**config.mk**
```make
export PLATFORM = sky130hd
export DESIGN_NAME = hpm_queue
export DESIGN_NICKNAME = d
export VERILOG_FILES = /design/src/rtl/hpm_pkg.sv /design/src/rtl/hpm_queue.sv
export SDC_FILE = /design/constraint.sdc
export NUM_CORES = 1
export LEC_CHECK = 0
export BUFFER_PORTS_ARGS = -buffer_cell sky130_fd_sc_hd__clkbuf_2
export CORE_AREA = 2 2 322 324
export CTS_BUF_LIST = sky130_fd_sc_hd__clkbuf_8
export DETAILED_ROUTE_END_ITERATION = 6
export DIE_AREA = 0 0 324 326
export PLACE_DENSITY = 0.69
export SLEW_MARGIN = 20
export SYNTH_ARGS = -nofsm -noshare
export SYNTH_HDL_FRONTEND = slang
export SYNTH_SLANG_ARGS = --single-unit
```
**constraint.sdc**
```tcl
create_clock -name clock -period 38.8 [get_ports clock]
set_input_delay 1.94 -clock clock [delete_from_list [all_inputs] [get_ports clock]]
set_output_delay 1.94 -clock clock [all_outputs]
set_load 0.01 [all_outputs]
```
**src/rtl/hpm_pkg.sv**
```systemverilog
// ---------------------------------------------------------------------------
// hpm_pkg
// Shared types and constants of the homography point mapper.
// ---------------------------------------------------------------------------
package hpm_pkg;

   localparam int COEF_W  = 40;
   localparam int COORD_W = 12;
   localparam int PROD_W  = COEF_W + COORD_W + 1;
   localparam int SUM_W   = PROD_W + 2;
   localparam int MAG_W   = SUM_W;
   localparam int REM_W   = MAG_W + 2 + COORD_W;
   localparam int NUM_REGS = 8;
   localparam int FRAC_BITS = 28;

   typedef enum logic [2:0] {
      REG_M00 = 3'd0,
      REG_M01 = 3'd1,
      REG_M02 = 3'd2,
      REG_M10 = 3'd3,
      REG_M11 = 3'd4,
      REG_M12 = 3'd5,
      REG_M20 = 3'd6,
      REG_M21 = 3'd7
   } reg_index_type;

   typedef struct packed {
      logic signed [COEF_W-1:0] m00;
      logic signed [COEF_W-1:0] m01;
      logic signed [COEF_W-1:0] m02;
      logic signed [COEF_W-1:0] m10;
      logic signed [COEF_W-1:0] m11;
      logic signed [COEF_W-1:0] m12;
      logic signed [COEF_W-1:0] m20;
      logic signed [COEF_W-1:0] m21;
   } matrix_type;

   typedef struct packed {
      logic [MAG_W-1:0] ax;
      logic [MAG_W-1:0] ay;
      logic [MAG_W-1:0] bw;
      logic             neg_x;
      logic             neg_y;
      logic             w_zero;
   } job_type;

endpackage

```
**src/rtl/hpm_queue.sv**
```systemverilog
// ---------------------------------------------------------------------------
// hpm_queue
// Short first-word-fall-through queue between front and back.
// ---------------------------------------------------------------------------
module hpm_queue
   import hpm_pkg::*;
(
   input  logic    clock,
   input  logic    reset,
   input  logic    push,
   input  job_type push_job,
   input  logic    pop,
   output logic    not_empty,
   output logic    has_room,
   output job_type head
);

   localparam int DEPTH = 8;
   localparam int AW    = $clog2(DEPTH);

   job_type       mem [0:DEPTH-1];
   logic [AW-1:0] wr_ff, rd_ff;
   logic [AW:0]   cnt_ff, cnt_in;

   always_comb begin
      cnt_in = cnt_ff;
      if (push && !pop) begin
         cnt_in = cnt_ff + 1'b1;
      end else if (pop && !push) begin
         cnt_in = cnt_ff - 1'b1;
      end
   end

   always_ff @(posedge clock) begin
      if (reset) begin
         wr_ff  <= '0;
         rd_ff  <= '0;
         cnt_ff <= '0;
      end else begin
         cnt_ff <= cnt_in;
         if (push) begin
            wr_ff <= wr_ff + 1'b1;
         end
         if (pop) begin
            rd_ff <= rd_ff + 1'b1;
         end
      end
   end

   always_ff @(posedge clock) begin
      if (push) begin
         mem[wr_ff] <= push_job;
      end
   end

   assign head      = mem[rd_ff];
   assign not_empty = (cnt_ff != '0);
   assign has_room  = (cnt_ff <= (AW+1)'(DEPTH - 4));

endmodule

```
==> out/qor.yml, run 1 <==
die:
  std_cell_rows: 118
  die-area_um2: 106000
  fp.dieW_um: 324
  die_h_um: 326
  coreArea_um2: 103000
  initial_core_util_pct: 49.6
  io_pins: 342
outcome:
  status: "complete, no violations"
global_routing:
  grt_use_total_pct: 19.5
  globalRouteOverflowTotal: 0
  grt_pass1_wl_um: 151000
  grt_pass1_vias: 24600
  grt_start_max_net_pins: 130
  antenna_found_initial: 16
finish:
  layout-drive-gt1-share_pct: 42.5
  final_common_cell: "edfxtp_1"
  synthToLayoutAreaGrowth_pct: 13.8
  postLayoutCoreUtil_pct: 56.4
  final_cell_mix: "1344 x edfxtp_1, 341 x clkbuf_2, 336 x mux4_2"
  layout.nets: 2682
  nFillCells: 7426
  multi_input_area_um2: 9860
  seqCellArea_um2: 40600
synthesis:
  synth_warnings: 0
  synthDistinctLibCells: 25
  synth_area_leaders: "edfxtp_1 79%, mux4_2 15%, mux2_2 3.7%"
  syn_area_um2: 50900
  syn_inst: 2012
  yosysTopAreaCell: "edfxtp_1"
  syn_area_per_cell_um2: 25.3
  synth_edf_count: 1344
  yosysSeqAreaShare_pct: 79.8
  async_reset_ff_share_pct: 0
  syn_nets: 2190
  yosys.area.top_type_share_pct: 79.3
  synth_seq_cells: 1357
  ys.flop_type: "edfxtp_1"
timing:
  skew_ns: 0.0357
  fin_crit_ns: 6.54
  setup_viol: 0
  rsz0062_at_grt: "no"
  hold_viol: 0
  fmax_mhz: 153
  maxSlewViolCount: 0
  whs_ns: 0.530
  fin_setup_tns_ns: 0
  relSlewSlack_pct: 27.9
  tightest_slew_ns: 1.08
  min_period_over_period_pct: 16.9
worst_hold_path:
  hold_path.class: "flip-flop to flip-flop"
  worstHoldStart: "wr_ff[2]$_SDFFE_PP0P_"
  min_path_cells: 2
  whs_endpoint: "wr_ff[2]$_SDFFE_PP0P_"
worst_setup_path:
  critical_path_class: "flip-flop to primary output"
  crit_required_ns: 36.86
  regToRegEndpoint: "mem[2][143]$_DFFE_PP_"
  reg2reg_slack_ns: 35.43
  ff2ff_path_depth: 5
  cp-end-kind: "primary output"
  reg2reg_from: "wr_ff[1]$_SDFFE_PP0P_"
  critical_path.startpoint_type: "flip-flop"
  worstPathMaxFanout: 50
  arrival_ns: 4.60
clock_tree:
  cts_setup_buffers: 0
  htree_levels: 4
  cts_inserted_buffers: 206
  clock-sinks: 1357
  path_clk_slew_ns: 0.05
  clockRootBuffer: "clkbuf_8"
  cts_buffer_depth: 3
  cts_tree: "built"
  ctsResizeCount: 0
  clock_latency_ns: 0.85
  cts_hold_buf: 0
detailed_routing:
  wirelength_um: 102000
  vias: 22600
  viasPerCell: 5.58
  firstDrtPassIters: 5
  wl_per_cell_um: 25.1
  drt_iter0_drc: 1669
  drtAntennaViolNets: 0
  drcViolationCount: 0
power:
  sw_frac_of_total_pct: 22.6
  pwr-share-clk_pct: 34.9
  internal_power_uw: 2280
  p_seq_share_pct: 56.5
  p_sw_uw: 666
  peakVddDrop_v: 0.0000335
  p_per_area_nw_per_um2: 50.9
  p_leak_uw: 0.0187
  p_comb_share_pct: 8.7
run:
  maxCapViolations: 0
place:
  portBuffers: 341
  gp_congestion: 0.700
  dpl.hpwl_um: 55300
-- synthesized netlist by cell type (2+ instances only) --
library cell / n
nor2_1: 20
nand2b_1: 3
mux4_2: 336
nor3_1: 2
nand2_1: 4
buf_6: 6
ha_1: 5
buf_2: 34
mux2_2: 169
xnor2_1: 3
inv_1: 2
xor2_1: 3
dfxtp_1: 13
edfxtp_1: 1344
mux2i_1: 3
a21oi_1: 2
clkbuf_1: 48
buf_1: 8
-- flip-flops by register name, indices dropped and copies added (netlist names), named ones only --
register / count
wr_ff: 3
rd_ff: 3
cnt_ff: 4
mem: 1344
-- worst max-delay path: stages (launching register included) --
cell,delay (ns)
dfxtp_4,0.94
buf_4,0.79
buf_4,0.87
mux4_2,0.59
mux2_2,0.29
clkbuf_2,0.14
-- area by class of cell --
cell class,instances,share of cell area (%)
Clock inverter,159,1.28
Clock buffer,208,4.95
Multi-Input combinational cell,557,17.0
Timing Repair Buffer,380,3.54
Inverter,2,0.0130
Tap cell,1380,2.98
Sequential cell,1357,70.2
Antenna cell,6,0.0259
-- per-layer routing --
layer / track usage, % / share of wire (%)
met5: 0 / 0.15
met4: 6.93 / 2.5
met3: 5.28 / 6.9
met2: 31.9 / 50
met1: 25.2 / 40
-- metrics by stage --
stage	power, uW	setup WS [ns]	std cells	cell area [um^2]
global route	3060	31.74	4048	57900
detailed placement	1960	32.93	3676	54300
floorplan	1870	24.54	2012	50900
CTS	2990	31.98	4043	57900
finish	2950	32.26	4049	57900
global placement	1950	32.99	3676	54300
-- power by group through the flow --
stage	logic, uW	clock network, uW	registers, uW
global placement	254	0	1690
floorplan	167	0	1700
CTS	262	1060	1670
detailed placement	261	0	1700
global route	276	1120	1670
finish	255	1030	1670
-- kinds of logic after synthesis --
logic type | after synthesis | share of synthesized area [%]
xor gates and xnor gates | 6 | 0.103
muxes | 508 | 18.7
and+or+nand+nor | 32 | 0.271
AOI/OAI and AO/OA | 5 | 0.0615
adders and majority gates | 6 | 0.162
DFF | 1357 | 79.8
buffers and inverters | 98 | 0.895
-- how the worst max path moves through the flow --
stage                                to
global placement              head[139]
floorplan           mem[0][0]$_DFFE_PP_
finish                        head[145]
detailed placement            head[139]
CTS                           head[139]
global route                  head[144]
Note: power is estimated with default switching activity, not from simulation.
==> run 2: changes to the inputs <==
Clock period 38.8 ns to 6.05 ns, I/O delays scaled along.
==> run 2 against run 1 <==
Final area grew 3.6%; total power grew to 6.6 times the previous value; via count grew 2.6%; clock power grew to 6.7 times the previous value; first-iteration DRC count grew 20%; worst setup slack lost 30 ns; highest routed layer unchanged; sequential cell count is the same; sequential share of layout area shrank 2.5 points; clock skew grew 0.0013 ns; sequential power grew to 6.4 times the previous value; critical path type unchanged.
==> out/qor.yml, run 2 (synthesized netlist as in run 1, its figures left out) <==
detailed_routing:
  vias: 23200  # +2.6%
  drt_iter0_drc: 2004  # +20%
  wl_met3_um: 6420  # -8.1%
  wl_met1_um: 41700  # +1.8%
  viasPerCell: 5.49  # -1.7%
  wl_per_cell_um: 24.1  # -4.2%
  drtAntennaViolNets: 0  # unchanged
  wirelength_um: 102000  # about the same
  firstDrtPassIters: 5  # unchanged
  top_layer: "met5"
  drcViolationCount: 0  # unchanged
  met2_length_um: 51600  # +0.89%
clock_tree:
  cts_inserted_buffers: 208  # +0.97%
  path_clk_slew_ns: 0.06  # about the same
  clock-sinks: 1357  # unchanged
  cts_tree: "built"
  clock_latency_ns: 0.87  # +0.02 ns
  cts_buffer_depth: 3  # unchanged
  clockRootBuffer: "clkbuf_8"
  htree_levels: 4  # unchanged
place:
  place_inst: 3667  # -0.24%
  gp_congestion: 0.711  # +1.5%
  dpl.hpwl_um: 51500  # -6.9%
  pre_cts_slack_ns: 3.09  # -29.84 ns
  portBuffers: 341  # unchanged
finish:
  top_regs: "mem (1344), cnt_ff (4)"
  synthToLayoutAreaGrowth_pct: 17.9
  nFillCells: 7261  # -2.2%
  final_cell_mix: "1344 x edfxtp_1, 341 x clkbuf_2, 336 x mux4_2"
  largest_register: "mem"
  final_common_cell: "edfxtp_1"
  multi_input_area_um2: 9870  # +0.13%
  layout.nets: 2847  # +6.2%
  layout-drive-gt1-share_pct: 40.3  # -2.2 points
  fin_cells: 4229  # +4.4%
  largest_reg_flops: 1344  # unchanged
  seqCellArea_um2: 40600  # unchanged
worst_setup_path:
  critical_path_class: "flip-flop to primary output"
  arrival_ns: 3.49  # -1.11 ns
  cp-end-kind: "primary output"
  slowest_delay_ns: 0.75  # -0.19 ns
  crit_required_ns: 5.75  # -31.11 ns
  critical_path.startpoint_type: "flip-flop"
  reg2reg_from: "wr_ff[1]$_SDFFE_PP0P_"
  worstPathMaxFanout: 95  # +90%
  slowest_stage: "dfxtp_4"
  crit_chain: "buf_12, mux4_2, mux2_2, clkbuf_2"
die:
  std_cell_rows: 118  # unchanged
  fp.dieW_um: 324  # unchanged
  initial_core_util_pct: 49.6  # unchanged
  coreArea_um2: 103000  # unchanged
  die_h_um: 326  # unchanged
  io_pins: 342  # unchanged
  die-area_um2: 106000  # unchanged
worst_hold_path:
  hold_path.class: "input pin to flip-flop"
  worstHoldStart: "push_job[37]"
global_routing:
  globalRouteOverflowTotal: 0  # unchanged
  grt_start_max_net_pins: 159  # +22%
  grt_pass1_wl_um: 153000  # +1.6%
  antenna_found_initial: 16  # unchanged
  grt_pass1_vias: 25500  # +3.6%
  grt_use_total_pct: 19.6  # +0.13 points
power:
  peakVddDrop_v: 0.000219  # +550%
  p_leak_uw: 0.0194  # +3.8%
  p_per_area_nw_per_um2: 323  # +530%
timing:
  skew_ns: 0.0370  # +0.00126 ns
  maxSlewViolCount: 0  # unchanged
  tightest_slew_ns: 1.44  # +0.359 ns
  fmax_mhz: 263
  min_period_over_period_pct: 62.8
  setup_ws_ns: 2.25  # -30.00 ns
  rsz0062_at_grt: "no"
  relSlewSlack_pct: 3.97  # -24 points
  hold_viol: 0  # unchanged
  fin_crit_ns: 3.80
  setup_viol: 0  # unchanged
outcome:
  status: "complete, no violations"
run:
  maxCapViolations: 0  # unchanged
-- run 2: cell count changes in the layout (fill, tap and decap cells not counted), moves of 3 or more --
cell and delta:
clkinvlp_4 +7, buf_12 +15, inv_1 -24, clkinv_1 +15, inv_8 -3, buf_4 -24, diode_2 +6, bufinv_16 +5
dlygate4sd3_1 +172, inv_12 +3, clkinv_2 +8
-- run 2: layout make-up --
class	count	area share, %
flip-flops and latches	1357	67.7
multi-input cells	557	16.5
repair buffers	543	6.49
clock buffers	209	4.80
well taps	1380	2.88
clock inverters	169	1.59
diodes	12	0.0501
inverters	2	0.0125
-- run 2: report_power, final --
group	total (uW)	internal [uW]	switching (uW)
Combinational	1770	865	901
Sequential	10700	10600	77.7
Clock	6930	3530	3400
Total	19400	15000	4380
-- run 2: worst max-delay path: cells and delay by family, from the launching register on --
kind / cells / cell delay, ns
buf+inv: 2 / 0.70
flops: 1 / 0.75
mux: 2 / 0.90
-- run 2: final timing paths --
kind              cells past startpoint                    end  slack, ns
hold reg to reg                       2              flip-flop       0.53
setup reg to reg                      3  mem[2][152]$_DFFE_PP_       3.44
hold / removal                        2   mem[5][37]$_DFFE_PP_       0.25
setup / recovery                      4              head[150]       2.25
-- run 2: repair_timing --
item	CTS	global route
resized for setup	0	0
endpoints found under the hold margin	1357	0
setup buffers	0	0
hold buffers	172	0
-- run 2: stage by stage --
stage	setup TNS (ns)	utilization, %	hold slack [ns]	cell area, um^2	power [uW]
3_3_place_gp	0	53.0	0.506	54400	12500
4_1_cts	0	58.4	0.137	60000	19600
2_1_floorplan	-2674.40	-	0.401	50900	12000
3_5_place_dp	0	53.0	0.518	54400	12600
6_report	0	58.5	0.252	60000	19400
5_1_grt	0	58.5	0.212	60000	20100
-- run 2: layer usage --
metal / global-route usage [%] / vias to the layer above
li1: - / 10000
met1: 25.8 / 12300
met2: 32.2 / 662
met3: 4.92 / 174
met4: 6.34 / 14
met5: 0 / -
==> run 3: changes to the inputs <==
Settings changed: ABC_AREA set to 1, CORE_AREA 2 2 322 324 to 2 2 331 333, DIE_AREA 0 0 324 326 to 0 0 333 335, PLACE_DENSITY 0.69 to 0.71.
Clock period 6.05 ns to 3.15 ns, I/O delays scaled along.
==> run 3 against run 2 <==
Wire length up 24%; total power up 94%; clock-buffer cell count up 7; highest routed layer unchanged; non-clock buffer count up 67; cell count up 58%; combinational power up 140%; largest power group unchanged; critical path type unchanged; worst setup slack worse by 2.2 ns; core utilization down 0.15 points; clock skew up 0.0033 ns.
==> out/qor.yml, run 3 <==
outcome:
  status: "complete, no violations"
worst_setup_path:
  cp_common_cell: "nand2_1"
  critical_path.startpoint_type: "flip-flop"
  arrival_ns: 2.96  # -0.53 ns
  slowest_stage: "buf_16"
  critical_path_class: "flip-flop to primary output"
  cp-end-kind: "primary output"
  crit_chain: "buf_16, nor2_1, o21ai_0, nand2_1, nand2_1, nand2_1, clkbuf_2"
  worstPathMaxFanout: 172  # +81%
  slowest_delay_ns: 0.54  # -0.21 ns
  crit_required_ns: 2.99  # -2.76 ns
detailed_routing:
  drt_iter0_drc: 3073  # +53%
  drtAntennaViolNets: 0  # unchanged
  vias: 35400  # +53%
  firstDrtPassIters: 6  # +1
  wirelength_um: 127000  # +24%
  wl_per_cell_um: 18.9  # -21%
  viasPerCell: 5.30  # -3.5%
  drcViolationCount: 0  # unchanged
power:
  p_per_area_nw_per_um2: 597  # +85%
  p_leak_uw: 0.0236  # +21%
  total_power_uw: 37600  # +94%
  internal_power_uw: 28100  # +88%
  sw_frac_of_total_pct: 25.3  # +2.7 points
  peakVddDrop_v: 0.000443  # +100%
  p_seq_share_pct: 54.2  # -0.9 points
  pwr-share-clk_pct: 34.5  # -1.3 points
  p_comb_share_pct: 11.3  # +2.2 points
  p_sw_uw: 9510  # +120%
synthesis:
  synth-xor-area-share_pct: 0.0489  # -0.054 points
  synthSimpleGateAreaFrac_pct: 15.6  # +15 points
  yosysTopAreaCell: "edfxtp_1"
  yosysSeqAreaShare_pct: 75.6  # -4.2 points
  synth_top_family_by_area: "simple AND/OR/NAND/NOR gates"
  ys_top_cells_by_count: "1361 x nor2_1, 1344 x edfxtp_1, 859 x nand2_1"
  synth_warnings: 0  # unchanged
  ys.flop_type: "edfxtp_1"
  async_reset_ff_share_pct: 0  # unchanged
  syn_nets: 4728  # +120%
  yosys.area.top_type_share_pct: 75.1  # -4.2 points
  synth_compound_area_share_pct: 6.35  # +6.3 points
  synthDistinctLibCells: 25  # unchanged
  syn_inst: 4550  # +130%
  yosysMostFrequentCell: "nor2_1"
  syn_area_per_cell_um2: 11.8  # -53%
  synth_adder_area_share_pct: 0.154  # -0.0086 points
  synth_edf_count: 1344  # unchanged
  synth_area_leaders: "edfxtp_1 75%, nor2_1 9.5%, nand2_1 6.0%"
  synthMuxAreaShare_pct: 0  # -19 points
  synth_seq_cells: 1357  # unchanged
  syn_area_um2: 53700  # +5.6%
place:
  post_dp_cell_area_um2: 57300  # +5.4%
  dpl.hpwl_um: 63200  # +23%
  gp_congestion: 0.771  # +8.5%
  portBuffers: 341  # unchanged
global_routing:
  globalRouteOverflowTotal: 0  # unchanged
  grt_pass1_wl_um: 194000  # +27%
  grt_pass1_vias: 34300  # +34%
  grt_use_total_pct: 22.4  # +2.8 points
  grt_start_max_net_pins: 173  # +8.8%
  antenna_found_initial: 10  # -6
finish:
  postLayoutCellArea_um2: 63000  # +5.1%
  nFillCells: 8545  # +18%
  largest_reg_flops: 1344  # unchanged
  layout-drive-gt1-share_pct: 13.1  # -27 points
  top_regs: "mem (1344), cnt_ff (4)"
  synthToLayoutAreaGrowth_pct: 17.3
  final_common_cell: "nor2_1"
  largest_register: "mem"
  layout.nets: 5288  # +86%
  final_cell_mix: "1353 x nor2_1, 1344 x edfxtp_1, 857 x nand2_1"
clock_tree:
  clockRootBuffer: "clkbuf_8"
  cts_inserted_buffers: 209  # +0.48%
  cts_tree: "built"
  path_clk_slew_ns: 0.06  # about the same
  clock_latency_ns: 0.89  # +0.02 ns
  htree_levels: 4  # unchanged
  cts_buffer_depth: 3  # unchanged
  clock-sinks: 1357  # unchanged
timing:
  tightest_slew_ns: 1.13  # -0.309 ns
  rsz0062_at_grt: "no"
  fin_crit_ns: 3.12
  hold_viol: 0  # unchanged
  maxSlewViolCount: 0  # unchanged
  skew_ns: 0.0403  # +0.00332 ns
  relSlewSlack_pct: 24.6  # +21 points
  setup_viol: 0  # unchanged
  min_period_over_period_pct: 98.9
  fmax_mhz: 321
worst_hold_path:
  hold_path.class: "input pin to flip-flop"
die:
  fp.dieW_um: 333  # +2.8%
  initial_core_util_pct: 49.7  # +0.12 points
  io_pins: 342  # unchanged
  die_h_um: 335  # +2.8%
  std_cell_rows: 121  # +2.5%
  die-area_um2: 112000  # +5.6%
  coreArea_um2: 108000  # +5.3%
run:
  maxCapViolations: 0  # unchanged
-- run 3: changes by cell type after synthesis, moves of 87 or more --
cell | before | now
clkbuf_1 | 48 | 135
mux2_2 | 169 | 0
nor2_1 | 20 | 1361
nand2_1 | 4 | 859
o21ai_1 | 0 | 309
mux4_2 | 336 | 0
o21ai_0 | 0 | 364
-- run 3: worst paths after layout --
kind                                             from  slack (ns)  depth (start not counted)                    end
worst max-delay path                        flip-flop        0.03                          7              head[103]
worst min-delay path                    push_job[115]         0.1                          2  mem[4][115]$_DFFE_PP_
worst max register to register  wr_ff[0]$_SDFFE_PP0P_        1.24                          3   mem[2][69]$_DFFE_PP_
worst min register to register  rd_ff[1]$_SDFFE_PP0P_        0.49                          2              flip-flop
-- run 3: kinds of logic after synthesis --
group                    Yosys count
flip-flops                      1357
adder cells (fa/ha/maj)            6
AO/OA/AOI/OAI                    681
AND/OR/NAND/NOR                 2228
buffers and inverters            275
XOR/XNOR                           3
-- run 3: critical path, delay by kind of cell, from the launching register on --
kind            cells  cell delay, ns
compound gates      1            0.12
simple gates        4            0.40
buf+inv             2            0.71
flops               1            0.50
-- run 3: layout make-up --
class                           instances  area, um^2  area share [%]
Antenna cell                            9        22.5          0.0357
Clock buffer                          216        2970            4.72
Clock inverter                        149         708            1.12
Inverter                               14        86.3           0.137
Multi-Input combinational cell       2918       12000            19.0
Sequential cell                      1357       40600            64.5
Tap cell                             1414        1770            2.81
Timing Repair Buffer                  610        4880            7.74
-- run 3: per-layer routing --
metal | vias up | global-route usage, % | wire length, um
li1 | 16800 | - | -
met1 | 17100 | 29.6 | 52500
met2 | 1283 | 37.2 | 61300
met3 | 265 | 4.27 | 9300
met4 | 10 | 8.38 | 3530
met5 | - | 0 | 66
-- run 3: power by group through the flow --
stage          Sequential [uW]  Combinational, uW  Clock [uW]
2_1_floorplan            20800               2430           0
3_3_place_gp             20800               3910           0
3_5_place_dp             20800               3980           0
4_1_cts                  20400               4230       13200
5_1_grt                  20400               4760       14000
6_report                 20400               4260       13000
-- run 3: through the flow --
step           hold WS (ns)  TNS, ns  utilization, %  std cells  worst slack [ns]
5_1_grt              0.0540        0            58.3       6683            0.0195
3_5_place_dp          0.430        0            53.0       6121             0.892
3_3_place_gp          0.430        0            53.0       6121             0.859
6_report             0.0971        0            58.3       6687            0.0343
4_1_cts            0.000201        0            58.2       6672           0.00123
2_1_floorplan         0.256  -450.09               -       4550            -0.381
-- run 3: timing repair --
item,4_1_cts,5_1_grt
resized for setup,2,6
cloned,1,1
hold endpoints to repair,1365,0
buffers inserted,1,5
hold buffers,184,0
setup endpoints to repair,43,26
